## src/rtl/handle_id_allocator_unit_defines.svh

```systemverilog
// ---------------------------------------------------------------------------
// Handle ID allocator assertion macros
// Shared property macros for the concurrent checks of the allocator.
// ---------------------------------------------------------------------------
`ifndef HANDLE_ID_ALLOCATOR_UNIT_DEFINES_SVH
`define HANDLE_ID_ALLOCATOR_UNIT_DEFINES_SVH

// Antecedent and consequent in the same cycle.
`define HIA_ASSERT_IMPL(label, clk, rst_n, ante, cons) \
  label: assert property (@(posedge clk) disable iff (!rst_n) (ante) |-> (cons)) \
    else $error("handle allocator check failed");

// Consequent in the cycle after the antecedent.
`define HIA_ASSERT_NEXT(label, clk, rst_n, ante, cons) \
  label: assert property (@(posedge clk) disable iff (!rst_n) (ante) |=> (cons)) \
    else $error("handle allocator check failed");

`endif

```

## src/rtl/hia_pkg.sv

```systemverilog
// ---------------------------------------------------------------------------
// Handle ID allocator package
// Types, codes and constants shared by the allocator modules.
// ---------------------------------------------------------------------------
`default_nettype none

package hia_pkg;

  localparam int unsigned CAPACITY  = 1024;
  localparam int unsigned ENTRY_W   = 10;
  localparam int unsigned COUNT_W   = 11;
  localparam int unsigned HANDLE_W  = 13;
  localparam int unsigned PAYLOAD_W = 32;
  localparam int unsigned TDATA_W   = 48;

  localparam logic [COUNT_W-1:0] CAPACITY_CNT    = COUNT_W'(CAPACITY);
  localparam logic [COUNT_W-1:0] COUNT_MAX       = '1;
  localparam logic [COUNT_W-1:0] THRESHOLD_RESET = COUNT_W'(256);

  typedef enum logic [1:0] {
    OP_ALLOC  = 2'd0,
    OP_FREE   = 2'd1,
    OP_LOOKUP = 2'd2
  } opcode_e;

  typedef enum logic [1:0] {
    STAT_OK   = 2'd0,
    STAT_FULL = 2'd1,
    STAT_BAD  = 2'd2
  } status_e;

  typedef enum logic [2:0] {
    ACT_NONE,
    ACT_FRESH,
    ACT_POP,
    ACT_FREE,
    ACT_LOOKUP
  } action_e;

  typedef enum logic {
    S_IDLE,
    S_RUN
  } state_e;

  typedef struct packed {
    logic                 pay_we;
    logic                 pay_re;
    logic [ENTRY_W-1:0]   pay_addr;
    logic [PAYLOAD_W-1:0] pay_wdata;
    logic                 link_we;
    logic [ENTRY_W-1:0]   link_waddr;
    logic [ENTRY_W-1:0]   link_wdata;
    logic                 link_re;
    logic [ENTRY_W-1:0]   link_raddr;
  } mem_req_t;

  typedef struct packed {
    logic [PAYLOAD_W-1:0] pay_rdata;
    logic [ENTRY_W-1:0]   link_rdata;
  } mem_rsp_t;

  function automatic logic [HANDLE_W-1:0] encode_handle(input logic [ENTRY_W-1:0] entry);
    logic [COUNT_W-1:0] idx;
    idx = {1'b0, entry} + COUNT_W'(1);
    return {idx, 2'b00};
  endfunction

endpackage

`default_nettype wire

```

## src/rtl/hia_ctrl.sv

```systemverilog
// ---------------------------------------------------------------------------
// Handle ID allocator control
// Decodes each request, drives the table accesses, keeps the fresh counter
// and the free-list pointers, and holds the result register.
// ---------------------------------------------------------------------------
`default_nettype none

module hia_ctrl
  import hia_pkg::*;
(
  input  wire logic                clk_i,
  input  wire logic                rst_ni,
  input  wire logic                cfg_we_i,
  input  wire logic [COUNT_W-1:0]  cfg_wdata_i,
  input  wire logic                s_valid_i,
  output logic                     s_ready_o,
  input  wire logic [TDATA_W-1:0]  s_data_i,
  output logic                     m_valid_o,
  input  wire logic                m_ready_i,
  output logic [TDATA_W-1:0]       m_data_o,
  output mem_req_t                 req_o,
  input  wire mem_rsp_t            rsp_i
);

  state_e state_q, state_d;

  logic [COUNT_W-1:0] thr_q;
  logic [COUNT_W-1:0] fresh_q, fresh_d;
  logic [ENTRY_W-1:0] head_q, head_d;
  logic [ENTRY_W-1:0] tail_q, tail_d;
  logic [COUNT_W-1:0] fcnt_q, fcnt_d;

  action_e              act_q, act;
  logic [ENTRY_W-1:0]   entry_q, entry;
  logic [HANDLE_W-1:0]  handle_q, handle;
  status_e              status_q, status;

  logic                 m_valid_q, m_valid_d;
  logic [TDATA_W-1:0]   m_data_q, m_data_d;

  logic [1:0]           in_op;
  logic [HANDLE_W-1:0]  in_handle;
  logic [PAYLOAD_W-1:0] in_tag;
  logic [COUNT_W-1:0]   h_idx;
  logic [COUNT_W-1:0]   h_entry;
  logic                 h_valid;
  logic                 can_fresh;
  logic                 can_pop;
  logic                 s_fire;
  logic                 out_free;
  logic                 complete;
  logic [PAYLOAD_W-1:0] res_payload;

  assign in_op     = s_data_i[1:0];
  assign in_handle = s_data_i[14:2];
  assign in_tag    = s_data_i[46:15];

  assign h_idx     = in_handle[HANDLE_W-1:2];
  assign h_entry   = h_idx - COUNT_W'(1);
  assign h_valid   = (h_idx != '0) && (in_handle[1:0] == 2'b00) && (h_entry < fresh_q);
  assign can_fresh = fresh_q < CAPACITY_CNT;
  assign can_pop   = (head_q != '0) && (fcnt_q >= thr_q);

  assign s_fire   = s_valid_i && s_ready_o;
  assign out_free = !m_valid_q || m_ready_i;
  assign complete = (state_q == S_RUN) && out_free;

  always_comb begin
    act    = ACT_NONE;
    entry  = '0;
    status = STAT_OK;
    case (in_op)
      OP_ALLOC: begin
        if (can_fresh) begin
          act   = ACT_FRESH;
          entry = fresh_q[ENTRY_W-1:0];
        end else if (can_pop) begin
          act   = ACT_POP;
          entry = head_q;
        end else begin
          status = STAT_FULL;
        end
      end
      OP_FREE: begin
        if (h_valid) begin
          act   = ACT_FREE;
          entry = h_entry[ENTRY_W-1:0];
        end else begin
          status = STAT_BAD;
        end
      end
      OP_LOOKUP: begin
        if (h_valid) begin
          act   = ACT_LOOKUP;
          entry = h_entry[ENTRY_W-1:0];
        end else begin
          status = STAT_BAD;
        end
      end
      default: begin
        status = STAT_BAD;
      end
    endcase
    handle = ((act == ACT_FRESH) || (act == ACT_POP)) ? encode_handle(entry) : '0;
  end

  always_comb begin
    state_d = state_q;
    case (state_q)
      S_IDLE: begin
        if (s_fire) begin
          state_d = S_RUN;
        end
      end
      S_RUN: begin
        if (out_free) begin
          state_d = S_IDLE;
        end
      end
      default: begin
        state_d = S_IDLE;
      end
    endcase
  end

  always_comb begin
    s_ready_o = (state_q == S_IDLE);
    req_o     = '0;
    if (s_fire) begin
      case (act)
        ACT_FRESH, ACT_POP: begin
          req_o.pay_we     = 1'b1;
          req_o.pay_addr   = entry;
          req_o.pay_wdata  = in_tag;
          req_o.link_re    = (act == ACT_POP);
          req_o.link_raddr = head_q;
        end
        ACT_FREE: begin
          req_o.pay_we     = 1'b1;
          req_o.pay_addr   = entry;
          req_o.link_we    = (entry != '0);
          req_o.link_waddr = entry;
        end
        ACT_LOOKUP: begin
          req_o.pay_re   = 1'b1;
          req_o.pay_addr = entry;
        end
        default: begin
          req_o = '0;
        end
      endcase
    end
    if (complete && (act_q == ACT_FREE) && (entry_q != '0) && (tail_q != '0)) begin
      req_o.link_we    = 1'b1;
      req_o.link_waddr = tail_q;
      req_o.link_wdata = entry_q;
    end
  end

  always_comb begin
    fresh_d = fresh_q;
    head_d  = head_q;
    tail_d  = tail_q;
    fcnt_d  = fcnt_q;
    if (complete) begin
      case (act_q)
        ACT_FRESH: begin
          fresh_d = fresh_q + COUNT_W'(1);
        end
        ACT_POP: begin
          head_d = rsp_i.link_rdata;
          if (rsp_i.link_rdata == '0) begin
            tail_d = '0;
          end
          if (fcnt_q != '0) begin
            fcnt_d = fcnt_q - COUNT_W'(1);
          end
        end
        ACT_FREE: begin
          if (entry_q != '0) begin
            if (tail_q == '0) begin
              head_d = entry_q;
            end
            tail_d = entry_q;
            if (fcnt_q != COUNT_MAX) begin
              fcnt_d = fcnt_q + COUNT_W'(1);
            end
          end
        end
        default: begin
          fresh_d = fresh_q;
        end
      endcase
    end
  end

  assign res_payload = (act_q == ACT_LOOKUP) ? rsp_i.pay_rdata : '0;

  always_comb begin
    m_valid_d = m_valid_q;
    m_data_d  = m_data_q;
    if (complete) begin
      m_valid_d = 1'b1;
      m_data_d  = {1'b0, status_q, res_payload, handle_q};
    end else if (m_ready_i) begin
      m_valid_d = 1'b0;
    end
  end

  always_ff @(posedge clk_i or negedge rst_ni) begin
    if (!rst_ni) begin
      state_q   <= S_IDLE;
      thr_q     <= THRESHOLD_RESET;
      fresh_q   <= '0;
      head_q    <= '0;
      tail_q    <= '0;
      fcnt_q    <= '0;
      m_valid_q <= 1'b0;
    end else begin
      state_q   <= state_d;
      fresh_q   <= fresh_d;
      head_q    <= head_d;
      tail_q    <= tail_d;
      fcnt_q    <= fcnt_d;
      m_valid_q <= m_valid_d;
      if (cfg_we_i) begin
        thr_q <= cfg_wdata_i;
      end
    end
  end

  always_ff @(posedge clk_i) begin
    m_data_q <= m_data_d;
    if (s_fire) begin
      act_q    <= act;
      entry_q  <= entry;
      handle_q <= handle;
      status_q <= status;
    end
  end

  assign m_valid_o = m_valid_q;
  assign m_data_o  = m_data_q;

endmodule

`default_nettype wire
```

## config.mk

```make
export PLATFORM = sky130hd
export DESIGN_NAME = hia_ctrl
export DESIGN_NICKNAME = d
export VERILOG_FILES = /design/src/rtl/handle_id_allocator_unit_defines.svh /design/src/rtl/hia_pkg.sv /design/src/rtl/hia_ctrl.sv
export SDC_FILE = /design/constraint.sdc
export NUM_CORES = 1
export LEC_CHECK = 0
export BUFFER_PORTS_ARGS = -buffer_cell sky130_fd_sc_hd__clkbuf_2
export CORE_ASPECT_RATIO = 0.9
export CORE_MARGIN = 2
export CORE_UTILIZATION = 56
export CTS_CLUSTER_SIZE = 10
export DETAILED_ROUTE_END_ITERATION = 10
export PLACE_DENSITY = 0.91
export SLEW_MARGIN = 40
export SYNTH_ARGS = -nofsm -noshare
export SYNTH_HDL_FRONTEND = slang
export SYNTH_SLANG_ARGS = --single-unit
```

## constraint.sdc

```tcl
create_clock -name clk_i -period 13.2 [get_ports clk_i]
set_input_delay 1.98 -clock clk_i [delete_from_list [all_inputs] [get_ports clk_i]]
set_output_delay 1.98 -clock clk_i [all_outputs]
set_load 0.005 [all_outputs]
```

# Word level (Yosys, flattened, before mapping)
# Cells that the tools add are included.
dict set report op_classes {
  add_sub_neg 5
  eq_ne 16
  n_lt_le_gt_ge 3
  mux 36
  bitwise 1
  n_reduce_logical 31
}
# operator count
set op_table {}
lappend op_table {{2-to-1 mux 10 bit} 8}
lappend op_table {{2-to-1 mux 76 bit} 1}
lappend op_table {{case mux 10 bit (2 select lines)} 3}
lappend op_table {{2-to-1 mux 11 bit} 5}
lappend op_table {{nonzero test 10 bit} 4}
lappend op_table {{2-to-1 mux 32 bit} 1}
lappend op_table {{adder 11 x 1 -> 11 bit (second input constant)} 2}
lappend op_table {{case mux 11 bit (2 select lines)} 1}
lappend op_table {{nonzero test 11 bit} 2}
lappend op_table {{subtractor 11 x 1 -> 11 bit (second input constant)} 2}
lappend op_table {{2-to-1 mux 21 bit} 1}
lappend op_table {{zero test 10 bit} 2}
lappend op_table {{equality test 3 x 2 -> 1 bit (second input constant)} 4}
lappend op_table {{adder 10 x 1 -> 11 bit (second input constant)} 1}
lappend op_table {{>= comparator 11 bit} 1}
lappend op_table {{less-than comparator 11 bit} 1}
lappend op_table {{less-than comparator 11 bit (second input constant)} 1}
lappend op_table {{inequality test 11 bit (second input constant)} 1}
lappend op_table {{case mux 3 bit (3 select lines)} 1}
lappend op_table {{logical AND 1 bit} 8}
lappend op_table {{2-to-1 mux 1 bit} 8}
lappend op_table {{2-to-1 mux 2 bit} 4}
lappend op_table {{AND reduction 4 bit} 2}
lappend op_table {{equality test 3 x 1 -> 1 bit (second input constant)} 2}
lappend op_table {{18 further kinds} 26}
dict set report word_totals {
  ff_bits 130
  elab_cells 106
  in_bits 106
  out_inout_bits 126
}

# Logic depth before layout (Yosys ltp)
dict set report depth {
  word_depth 10
  depth_mapped 17
  mapped_depth_nobuf 17
}

# Least setup slack after synthesis
# No wires, ideal clock.
dict set report synth_path {
  path_kind {input to output}
  from {in s_data_i[6]}
  to {out req_o[2] in the netlist's numbering}
  path_buffers 2
  cell_stages 14
  arrival_time_ns 5.034
  setup_slack_ns 6.186
  required_ns 11.220
  path_cell_list {or4_1 > nor2_1 > xor2_1 > ha_1 > a21o_1 > a221o_1 > a31oi_4 > buf_6 > o211ai_1 > a31oi_2 > nand2_1 > a21oi_2 > buf_2 > and2_1}
}
# item line
set synth_rtl {}
lappend synth_rtl {{from (decl)} hia_ctrl.sv:17} ;# input wire logic [TDATA_W-1:0] s_data_i,
lappend synth_rtl {{to (decl)} hia_ctrl.sv:21} ;# output mem_req_t req_o,

==> flow_summary.ini <==
[detailed_routing]
finalWirelength_um = 20290
post-route-drc-count = 0
dr_wl_met3_um = 1753
drtPass1Iterations = 8
wl_met1_um = 8154
wire_per_inst_um = 18.31
via_per_inst = 5.772
drt_iter0_drc = 536
wl_met2_um = 9608
ant_nets = 0
via_count = 6395
highest_layer = met4

[worst_setup_path]
required_ns = 11.22
crit_path_start_kind = primary input
path_cells = clkbuf_2, or4_1, nor2_1, xor2_1, ha_1, a21o_1, a221o_1, a31oi_4, o211ai_1, a31oi_2, nand2_1, a21oi_4, and2_1, clkbuf_2
path_buf_inv = 2
end_kind = output port
cp_max_fo = 42
path_common_cell = clkbuf_2
slowest_stage = a21oi_4
slowest_delay_ns = 0.60
crit_family = compound AO/OA/AOI/OAI gates
path_class = primary input to output port
crit_arrival_ns = 6.15

[sta]
setup_violations = 0
hold_viol_final = 0
fin_crit_ns = 8.125
tightest_slew_ns = 0.8287
fin_crit_sh_pct = 61.56
fin_ws_ns = 5.075
max_freq_mhz = 123.1
finalClockSkew_ns = 0.009239
rsz0062_at_grt = no
slew_viol_final = 0
relSlewSlack_pct = 44.50
fin_tns_setup_ns = 0

[flow_run]
max-cap-violations = 0

[power]
clkPwrFrac_pct = 28.5
internal_power_w = 0.001011
power.density_nw_per_um2 = 167.0
combPwrFrac_pct = 29.5
switching_share_pct = 33.62
worst_ir_drop_vdd_v = 0.0001046
seqPwrFrac_pct = 42.0
p_switching_w = 0.0005120
leakage_nw = 4.239

[placement]
dpl.hpwl_um = 15050
place.gp.congestion = 0.9102
dp_slack_ns = 5.145
io_buffers = 227

[global_route]
grt_max_degree = 56
grt_pass1_vias = 6055
grtUsageTotal_pct = 28.89
overflow = 0
antenna_found_initial = 0
grt_first_pass_wirelength_um = 31460

[die]
core_um2 = 12690
fp-row-count = 39
start_util_pct = 57.48
fp.dieH_um = 112.3
dieArea_um2 = 13950
die_w_um = 124.3
boundaryPins = 232

[clock_network]
cts_made_buffers = 17
path_clk_slew_ns = 0.05
htree_levels = 4
cts.sinks = 126
cts_tree = built
cts_root_buf = clkbuf_16
ctsHoldBuffers = 0
insertion_delay_ns = 0.42
clock_path_buffers = 2
cts_setup_buffers = 0
cts_resized = 0

[yosys]
yosys.area.top_type_share_pct = 29.24
synth_ff_type = edfxtp_1
yosys_warnings = 0
synth-async-reset-ratio_pct = 43.65
synth_area_per_cell_um2 = 10.33
yosysTopAreaCell = edfxtp_1
syn_area_um2 = 7292
synth_seq_cells = 126
netlist_top_cells_area = edfxtp_1, dfrtp_1, and2_1, ha_1, nand2_1
ys_types = 65
synth_edf_count = 71
ys_seq_area_share_pct = 48.13
syn-instance-count = 706

[cells_and_area]
layout_commonest_cell = clkbuf_2
layout_common_cells = clkbuf_2, and2_1, edfxtp_1
register_area_um2 = 3510
nNetsFinal = 1076
multi_input_area_um2 = 3522
fillers = 909
syn_to_final_growth_pct = 25.07
diodes = 0
drive_gt1_share_pct = 31.99

[worst_hold_path]
hold_class = flop to flop

[run_status]
status = finished clean
## cells by family after synthesis
family	after synthesis	synth area share, %
xor gates and xnor gates	33	3.964
and+or+nand+nor	289	22.08
DFF	126	48.13
muxes	15	2.368
adders and majority gates	39	6.795
other	1	0.05143
buffers and inverters	71	3.998
AOI/OAI and AO/OA	132	12.61
## Yosys cell counts (all sizes together) (18+ instances only)
cell / count
nor4: 18
nand2: 64
a21oi: 32
and2: 91
o21ai: 47
inv: 42
xnor2: 20
and3: 23
dfrtp: 54
nor2: 35
edfxtp: 71
ha: 38
## power groups by stage
stage / clock network, W / registers (W) / logic [W]
CTS: 0.000435 / 0.000636 / 0.000449
finish: 0.000434 / 0.000640 / 0.000450
global route: 0.000453 / 0.000650 / 0.000501
floorplan: 0 / 0.000621 / 0.000290
global placement: 0 / 0.000636 / 0.000418
detailed placement: 0 / 0.000641 / 0.000439
## registers in the layout (all words and copies together) (netlist names)
signal     count
m_data_o      45
fcnt_q        11
fresh_q       11
handle_q      11
thr_q         11
entry_q       10
head_q        10
tail_q        10
act_q          3
status_q       2
m_valid_o      1
state_q        1
## metal layers
| layer | vias to the layer above | global-route usage [%] |
|---|---|---|
| met5 | - | 0 |
| met4 | 0 | 14.61 |
| met3 | 69 | 7.483 |
| met2 | 378 | 45.87 |
| met1 | 2996 | 37.05 |
| li1 | 2952 | - |
## final timing paths
check | slack (ns) | end | cells after the start | startpoint
setup / recovery | 5.07 | req_o[51] | 14 | s_data_i[6]
hold / removal | 0.42 | m_data_o[7] | 0 | handle_q[7]
setup reg to reg | 9.09 | handle_q[10] | 12 | thr_q[8]
hold reg to reg | 0.42 | m_data_o[7] | 0 | handle_q[7]
max in group asynchronous | 11.05 | thr_q[6] | 2 | rst_ni
min in group asynchronous | 1.69 | fcnt_q[3] | 2 | rst_ni
## final cells by class
type	count	area share (%)
clock inverters	8	0.7271
multi-input cells	511	38.62
clock buffers	24	5.282
flip-flops and latches	126	38.48
repair buffers	232	12.87
inverters	43	1.770
well taps	164	2.250
## metrics by stage
stage                     cell area (um^2)  util [%]  hold slack (ns)  total power (W)  cells
final                                 9120     71.88           0.4172         0.001523   1108
after global routing                  9120     71.88           0.4208         0.001604   1108
after CTS                             9120     71.88           0.4175         0.001520   1108
after detailed placement              8572     67.56           0.4045         0.001080   1076
after global placement                8554     67.43           0.4022         0.001055   1076
after floorplan                       7300         -           0.4003        0.0009103    708
Power figures use the tool's default switching activity.
